===== src/rtl/core/gcd_pkg.sv =====
// Package for the great circle distance block: datapath widths and
// elaboration-time CORDIC constants. Depends on nothing.
`default_nettype none
package gcd_pkg;

  // Width of the CORDIC x and y words (Q30 with headroom).
  localparam int XW = 34;
  // Width of the angle accumulator.
  localparam int ZW = 36;
  // Width of the square root remainder and root words.
  localparam int NW = 62;
  // The root of a Q60 value up to one needs 31 result bits.
  localparam int SQRT_STEPS = 31;
  // 1/K in Q30.
  localparam logic signed [XW-1:0] INV_GAIN = XW'(652032874);
  localparam longint unsigned PI_Q60 = 64'h3243F6A8885A308D;
  localparam logic [33:0] DIST_MAX = 34'h3FFFFFFFF;

  typedef logic signed [XW-1:0] xy_t;
  typedef logic signed [ZW-1:0] ang_t;

  // Quotient by shift and subtract; only called on constants.
  function automatic longint unsigned udiv64(input longint unsigned n,
                                             input longint unsigned d);
    longint unsigned q;
    longint unsigned rem;
    q = 0;
    rem = 0;
    for (int b = 63; b >= 0; b--) begin
      rem = {rem[62:0], n[b]};
      q = q << 1;
      if (rem >= d) begin
        rem = rem - d;
        q[0] = 1'b1;
      end
    end
    return q;
  endfunction

  // atan(2^-i) from its series in Q62, rounded to f fraction bits.
  function automatic longint atan_qf(input int i, input int f);
    longint unsigned sum;
    longint unsigned term;
    int k;
    int sh;
    sum = 0;
    if (i == 0) begin
      sum = PI_Q60;
    end else begin
      for (k = 0; 62 - (2 * k + 1) * i >= 0; k++) begin
        sh = 62 - (2 * k + 1) * i;
        term = udiv64(64'd1 << sh, longint'(2 * k + 1));
        if (k[0]) sum = sum - term;
        else sum = sum + term;
      end
    end
    return longint'((sum + (64'd1 << (61 - f))) >> (62 - f));
  endfunction

  function automatic longint pi_qf(input int f);
    return longint'((PI_Q60 + (64'd1 << (59 - f))) >> (60 - f));
  endfunction

  function automatic longint half_pi_qf(input int f);
    return longint'((PI_Q60 + (64'd1 << (60 - f))) >> (61 - f));
  endfunction

endpackage
`default_nettype wire


===== src/rtl/core/gcd_sqrt_cell.sv =====
// One bit of a restoring integer square root with its output register.
// Depends on gcd_pkg.
`default_nettype none
module gcd_sqrt_cell #(
  parameter int J = 0
) (
  input  wire                      clk_i,
  input  wire [gcd_pkg::NW-1:0]    n_i,
  input  wire [gcd_pkg::NW-1:0]    r_i,
  output logic [gcd_pkg::NW-1:0]   n_o,
  output logic [gcd_pkg::NW-1:0]   r_o
);
  localparam logic [gcd_pkg::NW:0] BIT =
    (gcd_pkg::NW+1)'(1) << (2 * (gcd_pkg::SQRT_STEPS - 1 - J));

  logic [gcd_pkg::NW:0] trial;
  logic [gcd_pkg::NW-1:0] n_d, r_d;

  always_comb begin
    trial = {1'b0, r_i} + BIT;
    if ({1'b0, n_i} >= trial) begin
      n_d = gcd_pkg::NW'({1'b0, n_i} - trial);
      r_d = gcd_pkg::NW'({1'b0, r_i >> 1} + BIT);
    end else begin
      n_d = n_i;
      r_d = r_i >> 1;
    end
  end

  always_ff @(posedge clk_i) begin
    n_o <= n_d;
    r_o <= r_d;
  end
endmodule
`default_nettype wire


===== config.mk =====
export PLATFORM = sky130hd
export DESIGN_NAME = gcd_sqrt_cell
export DESIGN_NICKNAME = d
export VERILOG_FILES = /design/src/rtl/core/gcd_pkg.sv /design/src/rtl/core/gcd_sqrt_cell.sv
export SDC_FILE = /design/constraint.sdc
export NUM_CORES = 1
export LEC_CHECK = 0
export ABC_AREA = 1
export BUFFER_PORTS_ARGS = -buffer_cell sky130_fd_sc_hd__buf_2
export CAP_MARGIN = 30
export CORE_MARGIN = 4
export CORE_UTILIZATION = 25
export CTS_CLUSTER_DIAMETER = 200
export DETAILED_ROUTE_END_ITERATION = 6
export SLEW_MARGIN = 20
export SYNTH_ARGS = -nofsm -noshare
export SYNTH_HDL_FRONTEND = slang
export SYNTH_SLANG_ARGS = --single-unit
export TNS_END_PERCENT = 1

===== constraint.sdc =====
create_clock -name clk_i -period 4.8 [get_ports clk_i]
set_clock_uncertainty 0.15 [all_clocks]
set_input_delay 0.48 -clock clk_i [delete_from_list [all_inputs] [get_ports clk_i]]
set_output_delay 0.48 -clock clk_i [all_outputs]
set_load 0.005 [all_outputs]

Yosys cells after proc, flatten, opt, wreduce, memory -nomap -nowiden
Index checks and enable logic that the tools add are counted.
- register bits: 124
- input bits: 125
- output and inout port bits: 124
- word-level logic and storage cells: 9
- add/subtract/negate cells: 3
- $lt $le $gt $ge: 1
- multiplexer cells: 2
- operators with widths (kind ; number):
    62-bit by 61-bit adder with 63-bit output, second input constant ; 1
    62-bit by 63-bit >= comparator with 1-bit output ; 1
    61-bit by 61-bit adder with 62-bit output, second input constant ; 1
    62-bit two-way mux ; 1
    62-bit subtractor ; 1
    61-bit two-way mux ; 1

Logic depth before layout (Yosys ltp)
- word-level depth: 3
- mapped depth: 18
- mapped depth without buffers: 17

Worst setup path before layout
No wires, ideal clock.
- path kind: input to register
- start point: input port r_i[60] in the netlist's numbering
- end point: register n_o[27] in the netlist's numbering
- library setup time: 0.113 ns
- arrival: 2.062 ns
- required time: 4.537 ns
- path slack: 2.475 ns
- stages on the path: 13
- path buffers: 2
- cell sequence: ha_1 inv_1 ha_1 nand2_1 o21ai_0 nor2_1 nand2_1 a21oi_1 nand3_2 buf_12 buf_12 nand2_1 nand2_1
- cells in the longest elaborated chain, start to end: 3
- RTL lines (item ; line ; RTL):
    start: declaration ; gcd_sqrt_cell.sv:9 ; input wire [gcd_pkg::NW-1:0] r_i,
    62-bit by 61-bit adder with 63-bit output ; gcd_sqrt_cell.sv:20 ; trial = {1'b0, r_i} + BIT;
    62-bit by 63-bit >= comparator with 1-bit output ; gcd_sqrt_cell.sv:21 ; if ({1'b0, n_i} >= trial) begin
    62-bit two-way mux ; gcd_sqrt_cell.sv:21 ;
    net n_d, one bit ; gcd_sqrt_cell.sv:17 ; logic [gcd_pkg::NW-1:0] n_d, r_d;
    end signal: assignment ; gcd_sqrt_cell.sv:31 ; n_o <= n_d;
    end: declaration ; gcd_sqrt_cell.sv:10 ; output logic [gcd_pkg::NW-1:0] n_o,
The timed path passes the listed nets, and every way through them passes these cells.
A chain may end at the register's enable or synchronous reset.

Worst setup path after layout
- start point: input port r_i[60] in the netlist's numbering
- end point: register n_o[58] in the netlist's numbering
The elaborated chain is that of the path after synthesis.

==> out/results.ini <==
[hold_path]
whs_path_depth = 1
hold_class = in2reg

[pwr]
clkPwrFrac_pct = 34.8
seqPwrFrac_pct = 32.6
p_total_w = 0.00366
irDropWorstVdd_mv = 0.243
p_switching_w = 0.00134
power.density_nw_per_um2 = 293
p_leak_nw = 7.60
switching_share_pct = 36.6
p_int_w = 0.00232
combPwrFrac_pct = 32.7

[drt]
wirelength_um = 40200
drc_errors = 0
final_antenna_net_count = 0
via_per_inst = 4.24
drtIter0Drc = 551
drt_first_pass_iters = 5
vias = 10500
wire_per_inst_um = 16.2

[timing]
tightest_slew_ns = 0.860
relSlewSlack_pct = 42.5
final_max_slew_viol_count = 0
finalSetupTns_ns = 0
hold_viol_final = 0
fmax_mhz = 276
hold_ws_ns = 0.0700
setup_viol_count_final = 0
rsz0062_at_grt = no
finalCritPeriodShare_pct = 75.4
fin_crit_ns = 3.62

[worst_setup_path]
path_common_cell = nand2_1
required_ns = 4.98
startpoint_type = input port
worstPathMaxFanout = 48
crit_chain = dlygate4sd3_1 > buf_2 > ha_1 > inv_1 > ha_1 > nand2_1 > o21ai_0 > nor2_1 > nand2_1 > a21oi_1 > nand3_2 > buf_12 > nand3_1 > nand2_1
worst_path_max_delay_cell = dlygate4sd3_1
slowest_delay_ns = 0.54
cp.arrival_ns = 3.80
end_kind = flip-flop
crit_type = in2reg

[floorplan]
die_w_um = 203
die_area_um2 = 41400
ioPinCount = 249
core_um2 = 37700
start_util_pct = 25.3
row_count = 71
die_h_um = 203

[yosys]
ys.warnings.count = 0
synth_cells = 1655
synth_area_um2 = 9540
yosys.cell_types.count = 28
async_reset_ff_share_pct = 0
synthTopCellsByArea = nand2_1 (26%), dfxtp_1 (26%), inv_1 (15%)
ys_ff_latch = 124
synth_top_area_cell = nand2_1
dominantRegCellSynth = dfxtp_1
synth_top_area_share_pct = 26.2
synth_fp_nets = 1845
ys_seq_area_share_pct = 26.0
syn_area_per_cell_um2 = 5.77
synth_edf_count = 0

[clocking]
cts_buffer_depth = 2
numCtsBuffers = 17
h-tree-depth = 4
cts.sinks = 124
root_buffer = clkbuf_16
post_cts_resized = 0
clkTransAtPathRegs_ns = 0.06
cts_tree = yes

[placed_design]
gp_congestion = 0.947
dp_hpwl_um = 33800
portBuffers = 248

[run_status]
status = completed

[grt]
grt_max_degree = 49
grtUsageTotal_pct = 19.5
antenna_found_initial = 1
grt_first_pass_wirelength_um = 61300
first_global_vias = 10800
overflow = 0

[cells_and_area]
syn_to_final_growth_pct = 30.8
drive_gt1_share_pct = 16.7
diodes = 0
finalNetCount = 2156

[run]
drv_cap = 0

==> synth_stat cells, drive strengths merged (5+ instances only) <==
cell	n
ha	64
nor2	120
nand4	17
buf	19
xor2	29
nor4	5
nand3	151
nor3	8
a21oi	38
inv	385
and2	5
dfxtp	124
o21ai	6
nand2	675
==> registers in the layout, summed over array words and instances, names as in the netlist <==
register / count
r_o: 62
n_o: 62
==> cells in the final DEF, fill, tap and decap left out, types with 17 or more instances in the layout <==
cell type and count:
nand2_1 666, inv_1 380, buf_2 248, nand3_1 131
dfxtp_1 124, nor2_1 110, ha_1 64, dlygate4sd3_1 59
a21oi_1 38, xor2_1 29, nand3_2 20, nand4_1 17
clkbuf_16 17
==> per-stage QoR <==
stage | setup slack (ns) | instance area [um^2] | instances | util (%)
after floorplan | 2.48 | 9540 | 1655 | -
after global placement | 1.28 | 11300 | 2399 | 30.1
after detailed placement | 1.28 | 11300 | 2399 | 30.1
after CTS | 1.24 | 12500 | 2490 | 33.1
after global routing | 1.05 | 12500 | 2490 | 33.1
final | 1.18 | 12500 | 2490 | 33.1
==> critical path: cells and delay by family <==
kind	cells	cell delay, ns
AOI/OAI and AO/OA	2	0.40
adders and majority gates	2	0.60
buffers and inverters	4	1.07
and+or+nand+nor	6	1.16
==> cells by family after synthesis <==
| kind of cell | count (synthesis) | share of synthesized area [%] |
|---|---|---|
| xor gates and xnor gates | 30 | 2.75 |
| adders and majority gates | 65 | 8.60 |
| buffers and inverters | 404 | 16.8 |
| AOI/OAI and AO/OA | 47 | 2.54 |
| and+or+nand+nor | 985 | 43.3 |
| DFF | 124 | 26.0 |
==> per-layer routing <==
layer / track usage, % / share of wire [%] / vias up / routed length [um]
li1: - / - / 5546 / -
met1: 24.5 / 45 / 4696 / 18100
met2: 34.5 / 49 / 269 / 19700
met3: 3.32 / 4.2 / 36 / 1670
met4: 5.49 / 2.0 / 0 / 797
met5: 0 / 0 / - / 0
==> power by group through the flow <==
stage	clock [W]	sequential (W)	combinational, W
after floorplan	0	0.00123	0.000685
after global routing	0.00136	0.00121	0.00135
after global placement	0	0.00122	0.00116
after CTS	0.00132	0.00119	0.00121
final	0.00127	0.00119	0.00119
after detailed placement	0	0.00121	0.00116
==> layout make-up <==
cell class                 count  area (um^2)
inverter                     385         1450
clock buffer                  18          429
tap                          511          639
fill                        4339        25200
sequential                   124         2480
timing repair buffer         311         1890
clock inverter                14          135
multi-input combinational   1127         5470
==> path summary, 6_finish.rpt <==
path / start / to / slack (ns)
setup / recovery: r_i[60] / n_o[58] / 1.18
hold / removal: r_i[30] / r_o[29] / 0.07
==> what timing repair did <==
item,4_1_cts,5_1_grt
hold buffers,59,0
buffers inserted,0,0
setup endpoints to repair,0,0
hold endpoints to repair,59,0
Note: power is estimated with default switching activity, not from simulation.
