--- src/rtl/core/gcd_pkg.sv ---
// Package for the great circle distance block: datapath widths and
// elaboration-time CORDIC constants. Depends on nothing.
`default_nettype none
package gcd_pkg;

  // Width of the CORDIC x and y words (Q30 with headroom).
  localparam int XW = 34;
  // Width of the angle accumulator.
  localparam int ZW = 36;
  // Width of the square root remainder and root words.
  localparam int NW = 62;
  // The root of a Q60 value up to one needs 31 result bits.
  localparam int SQRT_STEPS = 31;
  // 1/K in Q30.
  localparam logic signed [XW-1:0] INV_GAIN = XW'(652032874);
  localparam longint unsigned PI_Q60 = 64'h3243F6A8885A308D;
  localparam logic [33:0] DIST_MAX = 34'h3FFFFFFFF;

  typedef logic signed [XW-1:0] xy_t;
  typedef logic signed [ZW-1:0] ang_t;

  // Quotient by shift and subtract; only called on constants.
  function automatic longint unsigned udiv64(input longint unsigned n,
                                             input longint unsigned d);
    longint unsigned q;
    longint unsigned rem;
    q = 0;
    rem = 0;
    for (int b = 63; b >= 0; b--) begin
      rem = {rem[62:0], n[b]};
      q = q << 1;
      if (rem >= d) begin
        rem = rem - d;
        q[0] = 1'b1;
      end
    end
    return q;
  endfunction

  // atan(2^-i) from its series in Q62, rounded to f fraction bits.
  function automatic longint atan_qf(input int i, input int f);
    longint unsigned sum;
    longint unsigned term;
    int k;
    int sh;
    sum = 0;
    if (i == 0) begin
      sum = PI_Q60;
    end else begin
      for (k = 0; 62 - (2 * k + 1) * i >= 0; k++) begin
        sh = 62 - (2 * k + 1) * i;
        term = udiv64(64'd1 << sh, longint'(2 * k + 1));
        if (k[0]) sum = sum - term;
        else sum = sum + term;
      end
    end
    return longint'((sum + (64'd1 << (61 - f))) >> (62 - f));
  endfunction

  function automatic longint pi_qf(input int f);
    return longint'((PI_Q60 + (64'd1 << (59 - f))) >> (60 - f));
  endfunction

  function automatic longint half_pi_qf(input int f);
    return longint'((PI_Q60 + (64'd1 << (60 - f))) >> (61 - f));
  endfunction

endpackage
`default_nettype wire

--- src/rtl/core/gcd_vec_cell.sv ---
// One vectoring-mode CORDIC iteration with its output register.
// Depends on gcd_pkg.
`default_nettype none
module gcd_vec_cell #(
  parameter int I = 0,
  parameter int F = 29
) (
  input  wire                   clk_i,
  input  wire gcd_pkg::xy_t     x_i,
  input  wire gcd_pkg::xy_t     y_i,
  input  wire gcd_pkg::ang_t    z_i,
  output gcd_pkg::xy_t          x_o,
  output gcd_pkg::xy_t          y_o,
  output gcd_pkg::ang_t         z_o
);
  localparam gcd_pkg::ang_t AT = gcd_pkg::ZW'(gcd_pkg::atan_qf(I, F));

  gcd_pkg::xy_t x_d, y_d;
  gcd_pkg::ang_t z_d;

  always_comb begin
    if (y_i > 0) begin
      x_d = x_i + (y_i >>> I);
      y_d = y_i - (x_i >>> I);
      z_d = z_i + AT;
    end else begin
      x_d = x_i - (y_i >>> I);
      y_d = y_i + (x_i >>> I);
      z_d = z_i - AT;
    end
  end

  always_ff @(posedge clk_i) begin
    x_o <= x_d;
    y_o <= y_d;
    z_o <= z_d;
  end
endmodule
`default_nettype wire

--- config.mk ---
export PLATFORM = sky130hd
export DESIGN_NAME = gcd_vec_cell
export DESIGN_NICKNAME = d
export VERILOG_FILES = /design/src/rtl/core/gcd_pkg.sv /design/src/rtl/core/gcd_vec_cell.sv
export SDC_FILE = /design/constraint.sdc
export NUM_CORES = 1
export LEC_CHECK = 0
export BUFFER_PORTS_ARGS = -buffer_cell sky130_fd_sc_hd__buf_2
export CAP_MARGIN = 20
export CORE_MARGIN = 2
export CORE_UTILIZATION = 32
export DETAILED_ROUTE_END_ITERATION = 10
export HOLD_SLACK_MARGIN = 0.06
export PLACE_DENSITY = 0.62
export SLEW_MARGIN = 20
export SYNTH_ARGS = -nofsm -noshare
export SYNTH_HDL_FRONTEND = slang
export SYNTH_SLANG_ARGS = --single-unit
export TNS_END_PERCENT = 30
--- constraint.sdc ---
create_clock -name clk_i -period 15.3 [get_ports clk_i]
set_clock_uncertainty 0.2 [all_clocks]
set_input_delay 3.06 -clock clk_i [delete_from_list [all_inputs] [get_ports clk_i]]
set_output_delay 3.06 -clock clk_i [all_outputs]
set_load 0.02 [all_outputs]
======== Word level (Yosys, flattened, before mapping) ========
Cells that the tools add are included.
word-level totals
  register bits ........................... 104
  input port bits ......................... 105
  output and inout bits ................... 104
cells by class
  add/subtract/negate cells ............... 5
  magnitude comparators ................... 1
  muxes and demuxes ....................... 3
operators by type and width
  operator                                             number
  two-way mux 34 bit                                   2
  subtractor 34 bit                                    2
  adder 36 x 30 -> 36 bit, second input constant       1
  two-way mux 36 bit                                   1
  subtractor 36 x 30 -> 36 bit, second input constant  1
  adder 34 bit                                         1
  > comparator 34 x 1 -> 1 bit, second input constant  1

======== Longest topological paths before layout ========
Gate-level depths: netlist of run 1.
  word-level depth ........................ 2
  depth in mapped cells ................... 18
  depth with buffers taken out ............ 15

======== Worst setup path after synthesis of run 1 ========
OpenSTA, ideal clock, no wires.
  path kind ............................... input to register
  start point ............................. input port y_i[2]
  end point ............................... register z_o[34]
  library setup time ...................... 0.062 ns
  data arrival time ....................... 6.790 ns
  required time ........................... 15.038 ns
  path slack .............................. 8.248 ns
  stages on the path ...................... 16
  path buffers ............................ 2
  cells stage by stage .................... nor4_1 nand4_1 nor2_1 a21o_1 clkbuf_1 buf_1 ha_1 o21a_1 o31a_1 o21ai_2 o211ai_2 a41o_1 a211oi_2 o21ai_2 or4b_1 nand3_1
on the way
  word-level cells in the longest chain between the ends .. 2
RTL lines
  what                          RTL line            text
  from (decl)                   gcd_vec_cell.sv:10  input wire gcd_pkg::xy_t y_i,
  > comparator 34 x 1 -> 1 bit  gcd_vec_cell.sv:22  if (y_i > 0) begin
  two-way mux 36 bit            gcd_vec_cell.sv:22
  via z_d[34]                   gcd_vec_cell.sv:19  gcd_pkg::ang_t z_d;
  to (signal assigned)          gcd_vec_cell.sv:36  z_o <= z_d;
  to (decl)                     gcd_vec_cell.sv:14  output gcd_pkg::ang_t z_o
The timed path passes the listed nets, and every way through them passes these cells.

======== Final worst setup path of run 1 ========
  start point ............................. input port y_i[23]
  end point ............................... register z_o[34]
The elaborated chain is that of the path after synthesis.

==> results.py, run 1 <==
metrics = {
    "outcome": {
        "status": "complete, no violations",
    },
    "timing": {
        "final-setup-viol-count": 0,
        "rsz0062_at_grt": "no",
        "timing.fmax_ghz": 0.121,
        "final.setup.tns_ns": 0,
        "fin_crit_ns": 8.26,
        "slew_viol_final": 0,
        "relSlewSlack_pct": 47.2,
        "hold_viol": 0,
        "worstMarginPinSlew_ns": 0.792,
        "min_period_over_period_pct": 54.0,
    },
    "floorplanning": {
        "dieArea_mm2": 0.0315,
        "rows": 63,
        "top_level_ports": 209,
        "die_w_um": 177,
        "fp.dieH_um": 177,
        "core_area_mm2": 0.0296,
        "start_util_pct": 32.5,
    },
    "pwr": {
        "leakage_uw": 0.00533,
        "ir_drop_uv": 52.6,
        "powerDensity_mw_per_mm2": 97.7,
    },
    "global_routing": {
        "antenna_found_initial": 1,
        "grt_pass1_vias": 9370,
        "grt_pass1_wl_mm": 50.6,
        "track_usage_pct": 20.5,
        "grt_max_degree": 58,
        "overflow": 0,
    },
    "placed_design": {
        "dp.cells": 1799,
        "place.port_buffers": 208,
        "gp_congestion": 0.938,
        "detailed_place_hpwl_mm": 26.7,
    },
    "clocking": {
        "cts_made_buffers": 9,
        "cts_tree": "built",
        "postCtsSetupBuffers": 0,
        "cts_root_buf": "clkbuf_16",
        "cts_resized": 0,
        "cts-htree-levels": 3,
        "clock_sinks": 103,
        "postCtsHoldBufs": 0,
        "clk_path_buf_depth": 2,
        "cts.clk_slew.worst_paths_ns": 0.09,
    },
    "detailed_routing": {
        "route.top_layer_used": "met4",
        "wl_met3_mm": 2.03,
        "drt-vias-per-instance": 5.36,
        "ant_nets": 0,
        "dr_total_vias": 9725,
        "wl_met1_mm": 14.8,
        "wl_per_cell_um": 18.3,
        "dr_wl_met2_mm": 15.7,
        "drt-pass1-iter-count": 5,
        "drc": 0,
        "routed_wl_mm": 33.2,
        "first_iter_violations": 863,
    },
    "flow_run": {
        "maxCapViolCount": 0,
    },
    "synth": {
        "yosysTopAreaCellShare_pct": 21.4,
        "ys_warn_count": 0,
        "ys_types": 74,
        "synth_edf_count": 0,
        "ys.flop_type": "dfxtp_1",
        "synthTopCellsByArea": "dfxtp_1, ha_1, a21oi_1",
        "async_flop_share_pct": 0,
        "synth.ff_latch_count": 103,
        "synth-seq-area-share_pct": 21.4,
        "synth.cell_area_mm2": 0.00962,
        "synth_nets": 1490,
        "syn_avg_cell_area_um2": 7.70,
        "synthCells": 1250,
        "yosys-top-cells-count": "a21oi_1, ha_1, inv_1",
        "synthMostInstantiatedCell": "a21oi_1",
        "yosysTopAreaCell": "dfxtp_1",
    },
    "worst_hold_path": {
        "worstHoldPathCells": 1,
        "hold_class": "input pin to flop",
    },
    "setup_path": {
        "critical_path.max_fanout": 57,
        "crit_required_ns": 15.42,
        "path_class": "input pin to flop",
        "cp-start-kind": "input pin",
        "cp-end-kind": "flop",
        "crit_arrival_ns": 8.38,
    },
    "layout": {
        "drive_gt1_share_pct": 17.1,
        "syn_to_final_growth_pct": 17.2,
        "nets": 1660,
        "num-fill-cells": 3209,
        "instances_no_fill": 1816,
    },
}
layout make-up:
type                    count  area (um2)  area share, %
clock buffers               9         225           2.00
repair buffers            210        1060           9.36
flip-flops and latches    103        2060           18.3
well taps                 390         488           4.33
diodes                      1        2.50         0.0222
clock inverters             7        97.6          0.865
inverters                 121         454           4.03
multi-input cells         975        6890           61.1
critical path, cell delays in order:
cell	delay [ns]
buf_2	0.12
nor4_1	0.62
nand4_1	0.19
nor2_1	0.12
a21o_2	0.57
buf_4	0.65
inv_2	0.36
ha_1	0.47
a2111o_1	0.45
o21ai_2	0.22
o211ai_2	0.15
a41o_1	0.31
a211oi_2	0.26
o21ai_2	0.13
or4b_1	0.51
nand3_1	0.09
kinds of logic after synthesis:
group | Yosys count | share of synthesized area [%]
flops | 103 | 21.4
compound gates | 421 | 27.8
fa+ha+maj | 135 | 17.9
buf+inv | 172 | 6.93
xor+xnor | 96 | 8.74
simple gates | 311 | 16.0
mux | 12 | 1.26
placed cells by master, fill, tap and decap left out, drive strengths merged, types with 5 or more instances in the layout:
master and n:
a2111oi 5, a211oi 15, a21o 48, a21oi 146, a31oi 13, and2 5
and3 8, buf 210, clkbuf 9, clkinv 5, dfxtp 103, ha 131
inv 122, mux2i 11, nand2 61, nand2b 16, nand3 22, nand3b 5
nand4 12, nor2 96, nor2b 19, nor3 24, nor4 14, o211ai 10
o21a 9, o21ai 89, o21bai 23, o31ai 11, o41ai 5, or3 8
xnor2 77, xor2 19
final timing paths:
path	start	end
setup / recovery	y_i[23]	z_o[34]$_DFF_P_
hold / removal	z_i[1]	z_o[1]$_DFF_P_
registers in the layout (all words and copies together), names as in the netlist:
register  cells
z_o          36
x_o          34
y_o          33
metal layers:
metal	track usage, %	up-vias
li1	-	4777
met1	26.8	4549
met2	35.1	356
met3	2.68	43
met4	5.81	0
met5	0	-
through the flow:
stage                     total power [uW]  area [um2]  setup slack (ns)  hold slack (ns)  util [%]
after floorplan                        682        9620              8.25             2.89         -
after global placement                 845       11000              6.72             2.96      37.0
after detailed placement               845       11000              6.65             2.96      37.0
after CTS                             1110       11300              7.05             2.57      38.0
after global routing                  1170       11300              6.73             2.56      38.0
final                                 1100       11300              7.04             2.58      38.1
power breakdown:
part | switching (uW) | internal [uW]
clock network | 125 | 133
logic | 321 | 177
registers | 15.3 | 331
total | 462 | 640
Note: power is estimated with default switching activity, not from simulation.
==> run 2: changes to the inputs <==
PLACE_DENSITY = 0.64   (was 0.62)
clock period = 7.35 ns   (was 15.3 ns; I/O delays follow)
==> run 2 against run 1 <==
Effect of this change: critical path depth decreased by 1; global-route usage up 0.14 points; flip-flop and latch count unchanged; design area about the same; clock-buffer cell count rose by 1; non-clock buffer count up 2; clock power grew 110%; utilization is essentially flat; wire length shrank 0.36%; sequential share of layout area hardly changed; setup slack worse by 5.2 ns; critical path type unchanged.
==> results.py, run 2 (synthesized netlist as in run 1, its figures left out) <==
metrics = {
    "detailed_routing": {
        "drt-vias-per-instance": 5.35,
        "drc": 0,
        "dr_total_vias": 9729,
        "first_iter_violations": 842,
        "routed_wl_mm": 33.1,
        "wl_per_cell_um": 18.2,
        "drt-pass1-iter-count": 8,
        "ant_nets": 0,
    },
    "layout": {
        "multiInputGateArea_mm2": 0.00689,
        "seqCellArea_mm2": 0.00206,
        "final_cell_mix": "buf_2, a21oi_1, ha_1",
        "reg_top3": "z_o: 36 flops, x_o: 34 flops, y_o: 33 flops",
        "nets": 1662,
        "num-fill-cells": 3179,
        "final_common_cell": "buf_2",
        "largest_reg_flops": 36,
        "syn_to_final_growth_pct": 17.3,
        "drive_gt1_share_pct": 17.2,
        "largest_register": "z_o",
    },
    "global_routing": {
        "grt.met2_usage_pct": 34.7,
        "antenna_found_initial": 2,
        "grt_pass1_vias": 9200,
        "grt_max_degree": 59,
        "track_usage_pct": 20.6,
        "busiest_layer": "met2",
        "overflow": 0,
        "grt_pass1_wl_mm": 50.5,
        "use_met1_pct": 26.6,
        "met3_usage_pct": 3.11,
    },
    "timing": {
        "fin_crit_ns": 5.51,
        "worstMarginPinSlew_ns": 0.830,
        "slew_viol_final": 0,
        "final-setup-viol-count": 0,
        "hold_viol": 0,
        "relSlewSlack_pct": 44.1,
        "timing.fmax_ghz": 0.182,
        "min_period_over_period_pct": 74.9,
        "final.setup.tns_ns": 0,
        "hold_slack_ns": 0.992,
        "rsz0062_at_grt": "no",
    },
    "worst_hold_path": {
        "whs_endpoint": "z_o[0]$_DFF_P_",
        "worstHoldPathCells": 1,
        "hold_class": "input pin to flop",
        "hp-start": "z_i[0]",
    },
    "pwr": {
        "leakage_uw": 0.00532,
        "powerDensity_mw_per_mm2": 203,
        "ir_drop_uv": 107,
    },
    "floorplanning": {
        "core_area_mm2": 0.0296,
        "dieArea_mm2": 0.0315,
        "start_util_pct": 32.5,
        "die_w_um": 177,
        "rows": 63,
        "top_level_ports": 209,
        "fp.dieH_um": 177,
    },
    "setup_path": {
        "cp_cell_sequence": "buf_2 > nor4_1 > nand4_1 > nor2_1 > a21o_2 > inv_2 > ha_1 > a2111o_1 > o21ai_2 > o211ai_2 > a41o_1 > a211oi_2 > o21ai_2 > or4b_1 > nand3_1",
        "slowest_stage": "nor4_1",
        "cp-start-kind": "input pin",
        "path_class": "input pin to flop",
        "crit_path_frequent_cell": "o21ai_2",
        "crit_buf_inv": 2,
        "critPathTopFamily": "compound AO/OA/AOI/OAI gates",
        "slowest_delay_ns": 0.73,
        "cp-end-kind": "flop",
        "crit_required_ns": 7.46,
        "crit_arrival_ns": 5.62,
        "critical_path.max_fanout": 26,
    },
    "clocking": {
        "postCtsHoldBufs": 0,
        "cts.clk_slew.worst_paths_ns": 0.08,
        "postCtsSetupBuffers": 0,
        "cts_root_buf": "clkbuf_16",
        "clk_path_buf_depth": 2,
        "cts_made_buffers": 9,
        "clock_sinks": 103,
        "cts_tree": "built",
        "cts_resized": 0,
        "cts-htree-levels": 3,
    },
    "placed_design": {
        "detailed_place_hpwl_mm": 26.3,
        "place.port_buffers": 208,
        "gp_congestion": 0.974,
    },
    "outcome": {
        "status": "complete, no violations",
    },
    "flow_run": {
        "maxCapViolCount": 0,
    },
}
[run 2: changes by cell type in the layout (fill, tap and decap cells not counted), sizes merged]
cell,delta
clkinv,-2
clkbuf,+1
buf,+2
clkinvlp,+2
diode,+1
inv,-1
[run 2: cell type report]
class                           count  area share (%)
Antenna cell                        2          0.0443
Clock buffer                       10            2.12
Clock inverter                      6           0.654
Inverter                          121            4.02
Multi-Input combinational cell    975            61.1
Sequential cell                   103            18.3
Tap cell                          390            4.32
Timing Repair Buffer              212            9.49
[run 2: layer usage]
metal / routed length [um] / share of wire, % / vias up
met4: 922 / 2.8 / 0
met2: 15500 / 47 / 408
met3: 2300 / 6.9 / 60
met5: 0 / 0 / -
li1: - / - / 4757
met1: 14400 / 44 / 4504
[run 2: how the worst max path moves through the flow]
| stage | start | endpoint | slack, ns | depth (start not counted) |
|---|---|---|---|---|
| 6_report | y_i[9] | z_o[34]$_DFF_P_ | 1.84 | 15 |
| 5_1_grt | y_i[10] | z_o[33]$_DFF_P_ | 1.64 | 16 |
| 4_1_cts | y_i[9] | z_o[34]$_DFF_P_ | 1.96 | 16 |
| 3_5_place_dp | y_i[9] | z_o[34]$_DFF_P_ | 1.57 | 16 |
| 3_3_place_gp | y_i[23] | z_o[34]$_DFF_P_ | 1.60 | 15 |
| 2_1_floorplan | y_i[2] | z_o[34]$_DFF_P_ | 1.89 | 16 |
[run 2: report_power, final]
group / internal [uW] / switching, uW
combinational: 369 / 671
clock: 279 / 251
sequential: 688 / 32.6
[run 2: metrics by stage]
| stage | cells | util (%) | total power [uW] | worst slack (ns) | area [um2] |
|---|---|---|---|---|---|
| 2_1_floorplan | 1250 | - | 1420 | 1.89 | 9620 |
| 3_3_place_gp | 1801 | 37.0 | 1760 | 1.60 | 11000 |
| 3_5_place_dp | 1801 | 37.0 | 1760 | 1.57 | 11000 |
| 4_1_cts | 1817 | 38.1 | 2300 | 1.96 | 11300 |
| 5_1_grt | 1818 | 38.1 | 2430 | 1.64 | 11300 |
| 6_report | 1819 | 38.1 | 2290 | 1.84 | 11300 |
