## src/rtl/core/gcd_pkg.sv

```systemverilog
// Package for the great circle distance block: datapath widths and
// elaboration-time CORDIC constants. Depends on nothing.
`default_nettype none
package gcd_pkg;

  // Width of the CORDIC x and y words (Q30 with headroom).
  localparam int XW = 34;
  // Width of the angle accumulator.
  localparam int ZW = 36;
  // Width of the square root remainder and root words.
  localparam int NW = 62;
  // The root of a Q60 value up to one needs 31 result bits.
  localparam int SQRT_STEPS = 31;
  // 1/K in Q30.
  localparam logic signed [XW-1:0] INV_GAIN = XW'(652032874);
  localparam longint unsigned PI_Q60 = 64'h3243F6A8885A308D;
  localparam logic [33:0] DIST_MAX = 34'h3FFFFFFFF;

  typedef logic signed [XW-1:0] xy_t;
  typedef logic signed [ZW-1:0] ang_t;

  // Quotient by shift and subtract; only called on constants.
  function automatic longint unsigned udiv64(input longint unsigned n,
                                             input longint unsigned d);
    longint unsigned q;
    longint unsigned rem;
    q = 0;
    rem = 0;
    for (int b = 63; b >= 0; b--) begin
      rem = {rem[62:0], n[b]};
      q = q << 1;
      if (rem >= d) begin
        rem = rem - d;
        q[0] = 1'b1;
      end
    end
    return q;
  endfunction

  // atan(2^-i) from its series in Q62, rounded to f fraction bits.
  function automatic longint atan_qf(input int i, input int f);
    longint unsigned sum;
    longint unsigned term;
    int k;
    int sh;
    sum = 0;
    if (i == 0) begin
      sum = PI_Q60;
    end else begin
      for (k = 0; 62 - (2 * k + 1) * i >= 0; k++) begin
        sh = 62 - (2 * k + 1) * i;
        term = udiv64(64'd1 << sh, longint'(2 * k + 1));
        if (k[0]) sum = sum - term;
        else sum = sum + term;
      end
    end
    return longint'((sum + (64'd1 << (61 - f))) >> (62 - f));
  endfunction

  function automatic longint pi_qf(input int f);
    return longint'((PI_Q60 + (64'd1 << (59 - f))) >> (60 - f));
  endfunction

  function automatic longint half_pi_qf(input int f);
    return longint'((PI_Q60 + (64'd1 << (60 - f))) >> (61 - f));
  endfunction

endpackage
`default_nettype wire

```

## src/rtl/core/gcd_rot_cell.sv

```systemverilog
// One rotation-mode CORDIC iteration with its output register.
// Depends on gcd_pkg.
`default_nettype none
module gcd_rot_cell #(
  parameter int I = 0,
  parameter int F = 29
) (
  input  wire                   clk_i,
  input  wire gcd_pkg::xy_t     x_i,
  input  wire gcd_pkg::xy_t     y_i,
  input  wire gcd_pkg::ang_t    z_i,
  input  wire                   neg_i,
  output gcd_pkg::xy_t          x_o,
  output gcd_pkg::ang_t         z_o,
  output gcd_pkg::xy_t          y_o,
  output logic                  neg_o
);
  localparam gcd_pkg::ang_t AT = gcd_pkg::ZW'(gcd_pkg::atan_qf(I, F));

  gcd_pkg::xy_t x_d, y_d;
  gcd_pkg::ang_t z_d;

  always_comb begin
    if (z_i >= 0) begin
      x_d = x_i - (y_i >>> I);
      y_d = y_i + (x_i >>> I);
      z_d = z_i - AT;
    end else begin
      x_d = x_i + (y_i >>> I);
      y_d = y_i - (x_i >>> I);
      z_d = z_i + AT;
    end
  end

  always_ff @(posedge clk_i) begin
    x_o   <= x_d;
    y_o   <= y_d;
    z_o   <= z_d;
    neg_o <= neg_i;
  end
endmodule
`default_nettype wire

```

## config.mk

```make
export PLATFORM = sky130hd
export DESIGN_NAME = gcd_rot_cell
export DESIGN_NICKNAME = d
export VERILOG_FILES = /design/src/rtl/core/gcd_pkg.sv /design/src/rtl/core/gcd_rot_cell.sv
export SDC_FILE = /design/constraint.sdc
export NUM_CORES = 1
export LEC_CHECK = 0
export ABC_AREA = 1
export BUFFER_PORTS_ARGS = -buffer_cell sky130_fd_sc_hd__buf_2
export CORE_MARGIN = 8
export CORE_UTILIZATION = 40
export DETAILED_ROUTE_END_ITERATION = 7
export PLACE_DENSITY_LB_ADDON = 0.15
export SYNTH_ARGS = -nofsm -noshare
export SYNTH_HDL_FRONTEND = slang
export SYNTH_SLANG_ARGS = --single-unit
export TNS_END_PERCENT = 10
```

## constraint.sdc

```tcl
create_clock -name clk_i -period 4.3 [get_ports clk_i]
set_clock_uncertainty 0.15 [all_clocks]
set_input_delay 0.86 -clock clk_i [delete_from_list [all_inputs] [get_ports clk_i]]
set_output_delay 0.86 -clock clk_i [all_outputs]
set_load 0.005 [all_outputs]
```

Word level (Yosys, flattened, before mapping)
Index checks and enable logic that the tools add are counted.
{"block": "totals", "inputBits": 106, "register_bits": 105}
{"block": "classes", "mux": 3, "n_lt_le_gt_ge": 1, "n_addsub": 5}
{"cell": "$mux W34", "count": 2}
{"cell": "$sub A34 B34 Y34", "count": 2}
{"cell": "$add A36 B30 Y36 const B", "count": 1}
{"cell": "$ge A36 B1 Y1 const B", "count": 1}
{"cell": "$mux W36", "count": 1}
{"cell": "$sub A36 B30 Y36 const B", "count": 1}
{"cell": "$add A34 B34 Y34", "count": 1}

Depth between registers and ports, before layout
Gate-level depths: netlist of run 1.
{"block": "logic_depth", "ltp_word": 2, "depth_mapped": 22}

Worst setup path before layout of run 1
OpenSTA, ideal clock, no wires.
{"block": "synth_path", "path_type": "input port to flip-flop", "start": "input port z_i[35]", "end": "register z_o[24]", "slack_ns": 0.753, "arrival_time_ns": 3.285, "path_stages": 18, "t_required_ns": 4.038, "n_path_buf": 2, "setup_time_ns": 0.112, "cell_sequence": "inv_1 > ha_1 > inv_1 > nor3_1 > nand2_1 > nor2_1 > a31oi_1 > buf_2 > buf_2 > fa_1 > o21ai_2 > a21boi_1 > o21bai_1 > nand2_1 > nand2_1 > nand2_1 > nand3_1 > nand2_1"}
{"block": "synth_via", "elab_chain_cells": 2}
{"element": "start, declared", "line": "gcd_rot_cell.sv:11", "text": "input wire gcd_pkg::ang_t z_i,"}
{"element": "$ge A36 B1 Y1", "line": "gcd_rot_cell.sv:24", "text": "if (z_i >= 0) begin"}
{"element": "$mux W36", "line": "gcd_rot_cell.sv:24"}
{"element": "net z_d[24]", "line": "gcd_rot_cell.sv:21", "text": "gcd_pkg::ang_t z_d;"}
{"element": "end signal, assigned", "line": "gcd_rot_cell.sv:38", "text": "z_o <= z_d;"}
{"element": "end, declared", "line": "gcd_rot_cell.sv:14", "text": "output gcd_pkg::ang_t z_o,"}
The timed path passes the listed nets, and every way through them passes these cells.

Worst setup path after layout of run 1
{"block": "layout_path", "start": "input port z_i[35]", "end": "register z_o[35]"}
{"block": "layout_via", "elab_chain_cells": 2, "word_cells_on_any_way": 4}
{"element": "$add A36 B30 Y36, or another cell as far along", "line": "gcd_rot_cell.sv:31", "text": "z_d = z_i + AT;"}
{"element": "$mux W36 *", "line": "gcd_rot_cell.sv:24"}
{"element": "net z_d[35]", "line": "gcd_rot_cell.sv:21"}
Mark *: on every way through the listed nets, which the timed path passes. The rest lies on a longest branch.

==> impl_results.md, run 1 <==
* Status: completed
* Die area at 33900 sq um
* Post-Syn Area at 11300 sq um
* VDD IR-drop max at 0.259 mV
* Critical path arrival at 3.87 ns
* Kind of critical path: input pin to flop
* Num rows at 61
* Least-Margin Pin Slew at 0.640 ns
* Sequential cell area at 2080 sq um
* GRT met2 Usage at 43.7%
* Area leader, netlist: dfxtp_1
* CTS H-tree lvls at 3
* CTS clk-pin slew, worst paths at 0.08 ns
* GRT Max-Usage Layer: met2
* Fraction of layout instances using a drive strength above 1 at 12.7%
* Post-Syn Area per Cell at 6.09 sq um
* Ant. Diodes at 0
* Final setup viols at 0
* Worst-path maximum fanout at 17
* Proportion of synthesized chip area in sequential cells at 18.4%
* Drt drc at 0
* DRT iter0 DRCs at 850
* Clock root buffer: clkbuf_16
* GRT met1 Usage at 31.0%
* Fmax achieved at 266 MHz
* Period utilization at 87.4%
* Die width at 184 microns
* PD cells at 295 nW/um^2
* Hold slack at 0.439 ns
* Antenna viol nets, final at 0
* Initial antenna violation count at 0
* Pin count of the biggest net entering global routing at 45
* Fillers at 3039
* Met3 Use GR at 3.31%
* Total Wirelength at 42.8 mm
* Num Clock Sinks at 104
* Hold crit path type: input pin to flop
* Die Y at 184 microns
* Net Count, Synth at 2100
* Final hold vios at 0
* Max clock buf depth at 2
* Vias in the first global route at 12641
* CP Launch Type: input pin
* Detailed Place HPWL at 36.4 mm
* Max Slew Vio Count at 0
* DR vias at 12627
* Routed wire per std cell at 17.7 microns
* Total global-route track usage at 24.8%
* Pre-CTS setup slack at 0.181 ns
* Synth top area cells: dfxtp_1, nand2_1, ha_1, inv_1, a21oi_1
* First-pass GRT wire length at 66.3 mm
* Yosys top cell area share at 18.4%
* Total Neg Setup Slack at 0 ns
* Hold path start: neg_i
* Post-route setup slack at 0.543 ns
* Io pins at 211
* Postcts setup bufs at 0
* CP Capture Type: flop
* Post-CTS Hold Fix Bufs at 0
* Count of cell types in the netlist at 43
* Number of synthesized flops with an enable pin at 0
* Number of maximum-capacitance violations at 0
* Nets@finish at 2283
* YS warnings at 0
* Seq cells post-synth at 104
* RD Place Congestion at 1.00
* Synth Instances at 1858
* Min-Delay Endpoint: neg_o
* Initial cell density of the core at 40.6%
* Port bufs at 210
* CTS tree: done
* Asr flop ratio synth at 0%
* RSZ-0062 raised after global routing: false
* Num CTS Buffers at 9
* Rel. slew slack at 56.9%
* Footprint of the multi-input gates at 8010 sq um
* PostCTS Resize Cnt at 0
* Core ar. at 27900 sq um
* Main synth FF type: dfxtp_1
* Min Tclk post-route at 3.76 ns
* Final cell count without fillers at 2424
* Worst Path Required at 4.42 ns
* First-pass DRT Iterations at 7
* Vias per cell at 5.21
* Hold Path Depth at 1
* Placed Cells at 2408
* Crit path from: z_i[35]
* P_leak at 6.81 nW
* Synth-to-layout area growth at 14.1%
* GR Overflow Total at 0
## cell type report
cell class / instances / share of cell area [%]
inverters: 245 / 7.13
clock inverters: 7 / 0.746
clock buffers: 9 / 1.74
well taps: 378 / 3.66
repair buffers: 217 / 8.55
multi-input cells: 1464 / 62.0
flip-flops and latches: 104 / 16.1
## cell families (layout without fill, tap and decap cells)
| family | after synthesis | after routing | synth area share [%] |
|---|---|---|---|
| adder cells (fa/ha/maj) | 136 | 136 | 15.3 |
| AND/OR/NAND/NOR | 926 | 926 | 34.2 |
| buffers and inverters | 290 | 478 | 10.9 |
| XOR/XNOR | 61 | 61 | 4.72 |
| AO/OA/AOI/OAI | 341 | 341 | 16.4 |
| flip-flops | 104 | 104 | 18.4 |
## power by group
group | switching, W | internal (W) | leakage [nW] | total, W
sequential | 0.0000571 | 0.00115 | 0.877 | 0.00121
combinational | 0.00109 | 0.000587 | 5.77 | 0.00167
clock | 0.000501 | 0.000428 | 0.155 | 0.000929
## flip-flops by register name, summed over array words and instances (netlist names)
name / count
z_o: 36
x_o: 34
y_o: 33
neg_o: 1
## stage by stage
stage	area (sq um)	util [%]	power [W]
2_1_floorplan	11300	-	0.00226
3_3_place_gp	12600	45.2	0.00289
3_5_place_dp	12600	45.2	0.00289
4_1_cts	12900	46.3	0.00384
5_1_grt	12900	46.3	0.00409
6_report	12900	46.3	0.00381
## critical path, stage by stage
cell and delay, ns:
buf_2 0.12, inv_1 0.13, ha_1 0.17, inv_1 0.05
nor3_1 0.17, nand2_1 0.07, nor2_1 0.21, a31oi_4 0.30
ha_1 0.48, nand2_1 0.14, nor2_1 0.17, nand2_1 0.07
o21ai_1 0.43, nand2_1 0.14, nand2_1 0.14, nand2_1 0.08
nand3_1 0.07, nand2_1 0.06
## cell usage after synthesis, types with 8 or more instances
library cell    n
nor2_1        177
o21ai_0       113
buf_2          16
xnor2_1        10
o21bai_1       20
a21o_1         10
nor4_1          9
buf_4          18
nand2_1       512
xor2_1         51
dfxtp_1       104
nor3_1         32
buf_6           8
a21oi_1       163
ha_1          132
nand4_1        20
inv_1         240
nand3_1       151
## worst max path at each step
stage,endpoint,slack [ns],cells past startpoint
6_report,z_o[35],0.54,18
5_1_grt,z_o[35],0.31,18
4_1_cts,z_o[34],0.57,15
3_5_place_dp,z_o[34],0.18,15
3_3_place_gp,z_o[35],0.27,14
2_1_floorplan,z_o[24],0.75,18
## metal layers
| layer | up-vias | wire, microns |
|---|---|---|
| li1 | 6388 | - |
| met1 | 5806 | 19600 |
| met2 | 381 | 20100 |
| met3 | 52 | 2130 |
| met4 | 0 | 974 |
| met5 | - | 0 |
## layout by cell type, fill, tap and decap left out, types with 51 or more instances in the layout
cell type / count
nand2_1: 512
inv_1: 240
buf_2: 210
nor2_1: 177
a21oi_1: 163
nand3_1: 151
ha_1: 132
o21ai_0: 113
dfxtp_1: 104
xor2_1: 51
Power figures use the tool's default switching activity.
==> run 2: changes to the inputs <==
--- a/config.mk
+++ b/config.mk
@@ -11,6 +11,7 @@
 export CORE_UTILIZATION = 40
 export DETAILED_ROUTE_END_ITERATION = 7
 export PLACE_DENSITY_LB_ADDON = 0.15
+export SLEW_MARGIN = 5
 export SYNTH_ARGS = -nofsm -noshare
 export SYNTH_HDL_FRONTEND = slang
 export SYNTH_SLANG_ARGS = --single-unit
==> constraint.sdc (replaced) <==
create_clock -name clk_i -period 4.3 [get_ports clk_i]
set_clock_uncertainty 0.15 [all_clocks]
set_input_delay 0.645 -clock clk_i [delete_from_list [all_inputs] [get_ports clk_i]]
set_output_delay 0.645 -clock clk_i [all_outputs]
set_load 0.005 [all_outputs]
==> run 2 against run 1 <==
Largest power group unchanged. Cell area down 0.22%. Combinational power about the same. Core utilization down 0.10 points.
==> impl_results.md, run 2 (synthesis gave the netlist of run 1 again) <==
* Final hold vios at 0 (unchanged)
* Status: completed
* Least-Margin Pin Slew at 0.750 ns (+0.110 ns)
* Die Y at 184 microns (unchanged)
* CP Capture Type: flop
* RSZ-0062 raised after global routing: false
* Die area at 33900 sq um (unchanged)
* Pre-CTS setup slack at 0.419 ns (+0.237 ns)
* Sequential cell area at 2080 sq um (unchanged)
* Port bufs at 210 (unchanged)
* Core ar. at 27900 sq um (unchanged)
* Largest Register: z_o
* First-pass DRT Iterations at 7 (unchanged)
* Critical path arrival at 3.60 ns (-0.27 ns)
* P_leak at 6.79 nW (-0.23%)
* Synth-to-layout area growth at 13.9%
* Most common cell after layout, fill and taps aside: nand2_1
* Min Tclk post-route at 3.48 ns (-0.280 ns)
* DR vias at 12485 (-1.1%)
* Vias in the first global route at 12518 (-0.97%)
* CTS H-tree lvls at 3 (unchanged)
* Post-route setup slack at 0.823 ns (+0.280 ns)
* Max reg flops at 36 (unchanged)
* Placed Cells at 2405 (-0.12%)
* Most frequent cells in the layout: nand2_1, inv_1, buf_2
* Period utilization at 80.9% (-6.5 points)
* Routed wire per std cell at 17.7 microns (+0.21%)
* CP peak stage delay at 0.47 ns (about the same)
* Fmax achieved at 288 MHz (+8.0%)
* CP max-delay cell: ha_1
* Hold crit path type: input pin to flop
* GR Overflow Total at 0 (unchanged)
* CP Launch Type: input pin
* Total global-route track usage at 25.2% (+0.39 points)
* PostCTS Resize Cnt at 0 (unchanged)
* Largest regs: z_o (36), x_o (34), y_o (33)
* Fillers at 3040 (+0.033%)
* Total Wirelength at 42.9 mm (about the same)
* Max clock buf depth at 2 (unchanged)
* Io pins at 211 (unchanged)
* Worst-path maximum fanout at 17 (unchanged)
* DRT iter0 DRCs at 947 (+11%)
* CTS tree: done
* Worst Path Required at 4.42 ns (about the same)
* Ant. Diodes at 0 (unchanged)
* Fin util at 46.2% (-0.10 points)
* Num Clock Sinks at 104 (unchanged)
* Number of maximum-capacitance violations at 0 (unchanged)
* Max Slew Vio Count at 0 (unchanged)
* Footprint of the multi-input gates at 8010 sq um (unchanged)
* Post-CTS Hold Fix Bufs at 0 (unchanged)
* CTS clk-pin slew, worst paths at 0.08 ns (about the same)
* Final cell count without fillers at 2421 (-0.12%)
* RD Place Congestion at 1.02 (+2.0%)
* Total Neg Setup Slack at 0 ns (unchanged)
* Pin count of the biggest net entering global routing at 67 (+49%)
* Final setup viols at 0 (unchanged)
* Vias per cell at 5.16 (-1.0%)
* Nets@finish at 2280 (-0.13%)
* Initial antenna violation count at 0 (unchanged)
* Kind of critical path: input pin to flop
* Initial cell density of the core at 40.6% (unchanged)
* Clock root buffer: clkbuf_16
* Postcts setup bufs at 0 (unchanged)
* PD cells at 297 nW/um^2 (+0.50%)
* First-pass GRT wire length at 67.2 mm (+1.4%)
* Num rows at 61 (unchanged)
* Fraction of layout instances using a drive strength above 1 at 12.5% (-0.18 points)
* Cells along the critical path: buf_2 > inv_1 > ha_1 > inv_1 > nor3_1 > nand2_1 > nor2_1 > a31oi_4 > ha_1 > nand2_1 > o21ai_0 > a21oi_1 > o21ai_1 > nand2_1 > nand2_1 > nand2_1 > nand3_1 > nand2_1
* Die width at 184 microns (unchanged)
* Tot Pwr at 0.00382 W (+0.28%)
* Rel. slew slack at 50.0% (-6.9 points)
* Antenna viol nets, final at 0 (unchanged)
* VDD IR-drop max at 0.151 mV (-42%)
* Detailed Place HPWL at 36.4 mm (about the same)
* Num CTS Buffers at 9 (unchanged)
* Most frequent CP cell: nand2_1
* Drt drc at 0 (unchanged)
[run 2: path summary, 6_finish.rpt]
path              slack (ns)  depth (start not counted)       to     from
setup / recovery        0.82                         18  z_o[27]  z_i[35]
hold / removal          0.22                          1    neg_o    neg_i
[run 2: area by class of cell]
| type | count | share of cell area (%) |
|---|---|---|
| Clock buffer | 10 | 1.78 |
| Clock inverter | 6 | 0.670 |
| Inverter | 245 | 7.15 |
| Multi-Input combinational cell | 1464 | 62.2 |
| Sequential cell | 104 | 16.2 |
| Tap cell | 378 | 3.67 |
| Timing Repair Buffer | 214 | 8.39 |
[run 2: metrics by stage]
stage,cell area [sq um],hold WS (ns)
after floorplan,11300,0.523
after global placement,12600,0.597
after detailed placement,12600,0.600
after CTS,12900,0.207
after global routing,12900,0.205
final,12900,0.219
[run 2: critical path, delay by kind of cell]
| kind | cells | cell delay, ns |
|---|---|---|
| compound gates | 4 | 0.95 |
| fa+ha+maj | 2 | 0.63 |
| buf+inv | 3 | 0.30 |
| simple gates | 9 | 1.06 |
[run 2: routing by layer]
metal  up-vias  wire length (microns)  track usage [%]
met5         -                      0                0
met4         0                   1070             7.45
met3        64                   2220             3.09
met2       387                  20200             44.2
met1      5655                  19400             31.7
li1       6379                      -                -
[run 2: power breakdown]
part	leakage (nW)	switching (W)	internal [W]	total, W
Sequential	0.877	0.0000538	0.00115	0.00120
Combinational	5.76	0.00109	0.000586	0.00168
Clock	0.154	0.000470	0.000471	0.000940
Total	6.79	0.00161	0.00221	0.00382
